$ cat config.mk
export PLATFORM = sky130hd
export DESIGN_NAME = iel_cell
export DESIGN_NICKNAME = d
export VERILOG_FILES = /design/src/rtl/core/iel_pkg.sv /design/src/rtl/core/iel_cell.sv
export SDC_FILE = /design/constraint.sdc
export NUM_CORES = 1
export LEC_CHECK = 0
export BUFFER_PORTS_ARGS = -buffer_cell sky130_fd_sc_hd__buf_2
export CORE_AREA = 2 2 107 109
export CTS_BUF_LIST = sky130_fd_sc_hd__clkbuf_2 sky130_fd_sc_hd__clkbuf_4 sky130_fd_sc_hd__clkbuf_8
export DETAILED_ROUTE_END_ITERATION = 6
export DIE_AREA = 0 0 109 111
export PLACE_DENSITY = 0.74
export SYNTH_ARGS = -nofsm -noshare
export SYNTH_HDL_FRONTEND = slang
export SYNTH_SLANG_ARGS = --single-unit
$ cat constraint.sdc
create_clock -name i_clk -period 7.53 [get_ports i_clk]
set_input_delay 0.3765 -clock i_clk [delete_from_list [all_inputs] [get_ports i_clk]]
set_output_delay 0.3765 -clock i_clk [all_outputs]
set_load 0.05 [all_outputs]
$ cat src/rtl/core/iel_pkg.sv
// iel_pkg: shared types, codes and field widths of the insertable element list
// no dependencies; imported by iel_cell and insertable_element_list
package iel_pkg;

    // field widths
    localparam int ELEM_W    = 64;
    localparam int OP_W      = 2;
    localparam int POS_W     = 7;
    localparam int IDX_OUT_W = 6;
    localparam int CNT_OUT_W = 7;
    localparam int STAT_W    = 2;

    // default list depth and read-out limit
    localparam int DEF_CAPACITY = 64;
    localparam int MAX_RESULTS  = 64;

    // operation codes
    localparam logic [OP_W-1:0] OP_READ   = 2'd0;
    localparam logic [OP_W-1:0] OP_APPEND = 2'd1;
    localparam logic [OP_W-1:0] OP_REMOVE = 2'd2;
    localparam logic [OP_W-1:0] OP_INSERT = 2'd3;

    // status codes
    localparam logic [STAT_W-1:0] ST_OK      = 2'd0;
    localparam logic [STAT_W-1:0] ST_FULL    = 2'd1;
    localparam logic [STAT_W-1:0] ST_EMPTY   = 2'd2;
    localparam logic [STAT_W-1:0] ST_BAD_IDX = 2'd3;

    // per-cycle command broadcast along the chain
    typedef enum logic [1:0] {
        CELL_HOLD     = 2'd0,
        CELL_SHIFT_IN = 2'd1,
        CELL_ROTATE   = 2'd2
    } t_cell_op;

    // sequencer states
    typedef enum logic [1:0] {
        S_IDLE = 2'b01,
        S_READ = 2'b10
    } t_state;

endpackage

$ cat src/rtl/core/iel_cell.sv
// iel_cell: one storage cell of the element chain
// depends on iel_pkg
module iel_cell
    import iel_pkg::*;
#(
    parameter int IDX = 0,
    parameter int XW  = 8
) (
    input  logic              i_clk,
    input  t_cell_op          i_op,
    input  logic [XW-1:0]     i_pos,
    input  logic [XW-1:0]     i_ref,
    input  logic [ELEM_W-1:0] i_bcast,
    input  logic [ELEM_W-1:0] i_left,
    input  logic [ELEM_W-1:0] i_right,
    output logic [ELEM_W-1:0] o_data
);

    localparam logic [XW-1:0] MY_IDX = XW'(IDX);

    logic [ELEM_W-1:0] r_data;
    logic [ELEM_W-1:0] n_data;

    always_comb begin
        n_data = r_data;
        case (i_op)
            CELL_SHIFT_IN: begin
                // make room above the insert point, take the new word at it
                if (MY_IDX == i_pos) begin
                    n_data = i_bcast;
                end else if (MY_IDX > i_pos && MY_IDX <= i_ref) begin
                    n_data = i_left;
                end
            end
            CELL_ROTATE: begin
                // move one place down, head word wraps to the top cell
                if (MY_IDX < i_ref) begin
                    n_data = i_right;
                end else if (MY_IDX == i_ref) begin
                    n_data = i_bcast;
                end
            end
            default: n_data = r_data;
        endcase
    end

    always_ff @(posedge i_clk) begin
        r_data <= n_data;
    end

    assign o_data = r_data;

endmodule

==> flow_metrics.py <==
metrics = {
    "drt": {
        "firstDrtPassIters": 4,
        "vias": 3008,
        "drt_iter0_drc": 77,
        "final_antenna_net_count": 0,
        "post_drt_via_cell_ratio": 4.69,
        "totalWireLength_um": 9960,
        "wl_per_cell_um": 15.5,
        "drc": 0,
    },
    "placement": {
        "post_dp_cell_area_um2": 4660,
        "gp_congestion": 0.819,
        "port_buffers": 274,
        "hpwl_um": 7320,
        "pre_cts_ws_ns": 4.54,
    },
    "cells_and_area": {
        "final_cell_mix": "274 x buf_2, 64 x o22a_1, 64 x o21a_1, 64 x edfxtp_1, 9 x clkbuf_8",
        "largest_reg_flops": 64,
        "finish.utilization": 0.437,
        "area_growth_pct": 52.1,
        "finalNetCount": 704,
        "final_common_cell": "buf_2",
        "drive_gt1_frac": 0.596,
        "fill_cells": 1048,
        "insertedDiodeCount": 0,
        "design_area_um2": 4840,
    },
    "yosys": {
        "postSynthCellCount": 223,
        "synth-seq-area-share": 0.604,
        "synth_top_cells_by_area": "edfxtp_1 60%, o22a_1 18%, o21a_1 15%",
        "synth_fp_nets": 434,
        "syn_area_um2": 3180,
        "avgSynthCellArea_um2": 14.3,
        "yosysTopAreaCellShare": 0.604,
        "synth-warning-count": 0,
        "ys_types": 15,
        "ys_seq_elements": 64,
        "synth_area_leader_cell": "edfxtp_1",
    },
    "floorplanning": {
        "die-area_um2": 12100,
        "core-area_um2": 11100,
        "die_h_um": 111,
        "io_pins": 275,
        "die_w_um": 109,
        "rows": 39,
        "initial_core_util": 0.287,
    },
    "global_routing": {
        "grt_pass1_vias": 3103,
        "grt_usage": 0.162,
        "antenna_found_initial": 0,
        "grt_first_pass_wirelength_um": 14600,
        "grt-ovfl-total": 0,
        "grt_max_degree": 65,
    },
    "setup_path": {
        "crit_chain": "buf_2 > or4_1 > nor2_1 > nand3b_1 > nand2_2 > buf_4",
        "required_ns": 7.52,
        "startpoint_type": "input pin",
        "crit_arrival_ns": 2.59,
        "critPathBufInv": 2,
        "cp-end-kind": "flop",
        "cpPeakStageDelay_ns": 0.59,
        "criticalPathCategory": "in -> reg",
        "path_max_fanout": 33,
        "crit_family": "simple AND/OR/NAND/NOR gates",
        "worst_path_max_delay_cell": "or4_1",
    },
    "run_status": {
        "outcome": "completed",
    },
    "clock_tree": {
        "cts_tree": "built",
        "cts_resized": 0,
        "path_clk_slew_ns": 0.07,
        "cts_hold_buf": 0,
        "cts_buffers": 9,
        "ctsLongestPathBuffers": 2,
        "htree_levels": 3,
        "root_buffer": "clkbuf_8",
        "clock_sinks": 64,
        "post_cts_buffers": 0,
    },
    "timing": {
        "setup_viol": 0,
        "worst_slack_ns": 4.93,
        "tightest_slew_ns": 0.780,
        "drv_slew": 0,
        "rsz0062_at_grt": "no",
        "hold_viol_final": 0,
        "fmax_mhz": 385,
        "relSlewSlack": 0.478,
        "final.min_clock_period_ns": 2.60,
        "min_period_over_period": 0.345,
        "tns_ns": 0,
    },
    "pwr": {
        "cellPowerDensity_nw_per_um2": 199,
        "power.leakage_nw": 2.13,
        "ir_worst_vdd_mv": 0.0744,
        "power.total_w": 0.000965,
    },
    "hold_path": {
        "hp-class": "in -> reg",
    },
    "run": {
        "maxCapViolCount": 0,
    },
}
## synthesized netlist by cell type
library cell,instances
buf_2,13
nand2_1,1
edfxtp_1,64
nand3b_1,1
or4_4,1
o21a_1,64
nor3_1,1
nand2b_1,1
o21ai_4,1
buf_6,6
o21bai_1,1
o22a_1,64
a21oi_1,1
nor2_1,1
or4_1,3
## routing by layer
metal,part of all wire,vias to the layer above,GRT usage,routed length [um]
met4,0.024,0,0.0863,238
li1,-,1467,-,-
met3,0.082,15,0.0294,821
met2,0.52,173,0.304,5190
met5,0,-,0,0
met1,0.37,1353,0.164,3710
## through the flow
stage / std cells / hold WS, ns
CTS: 641 / 0.289
floorplan: 223 / 0.576
global route: 641 / 0.307
detailed placement: 625 / 0.662
global placement: 625 / 0.665
finish: 641 / 0.321
## area by class of cell
cell class              count  area (um^2)  share of cell area
repair buffers            278         1400               0.289
clock inverters             5         47.5             0.00982
flip-flops and latches     64         1920               0.397
well taps                 143          179              0.0369
multi-input cells         140         1150               0.238
clock buffers              11          139              0.0287
## path summary, 6_finish.rpt
path / startpoint / end / slack (ns) / cells after the start
worst max-delay path: i_pos[1] / o_data[8] / 4.93 / 6
worst min-delay path: i_bcast[62] / o_data[62] / 0.32 / 2
## cell families after synthesis
group,Yosys count,synth area share
buffers and inverters,19,0.0416
AO/OA/AOI/OAI,131,0.336
AND/OR/NAND/NOR,9,0.0189
flip-flops,64,0.604
## report_power, final
part / switching [W] / internal (W) / total (W)
Clock: 0.000126 / 0.000157 / 0.000283
Sequential: 0.00000638 / 0.000425 / 0.000432
Combinational: 0.000154 / 0.0000956 / 0.000250
(Power assumes the default switching activity.)
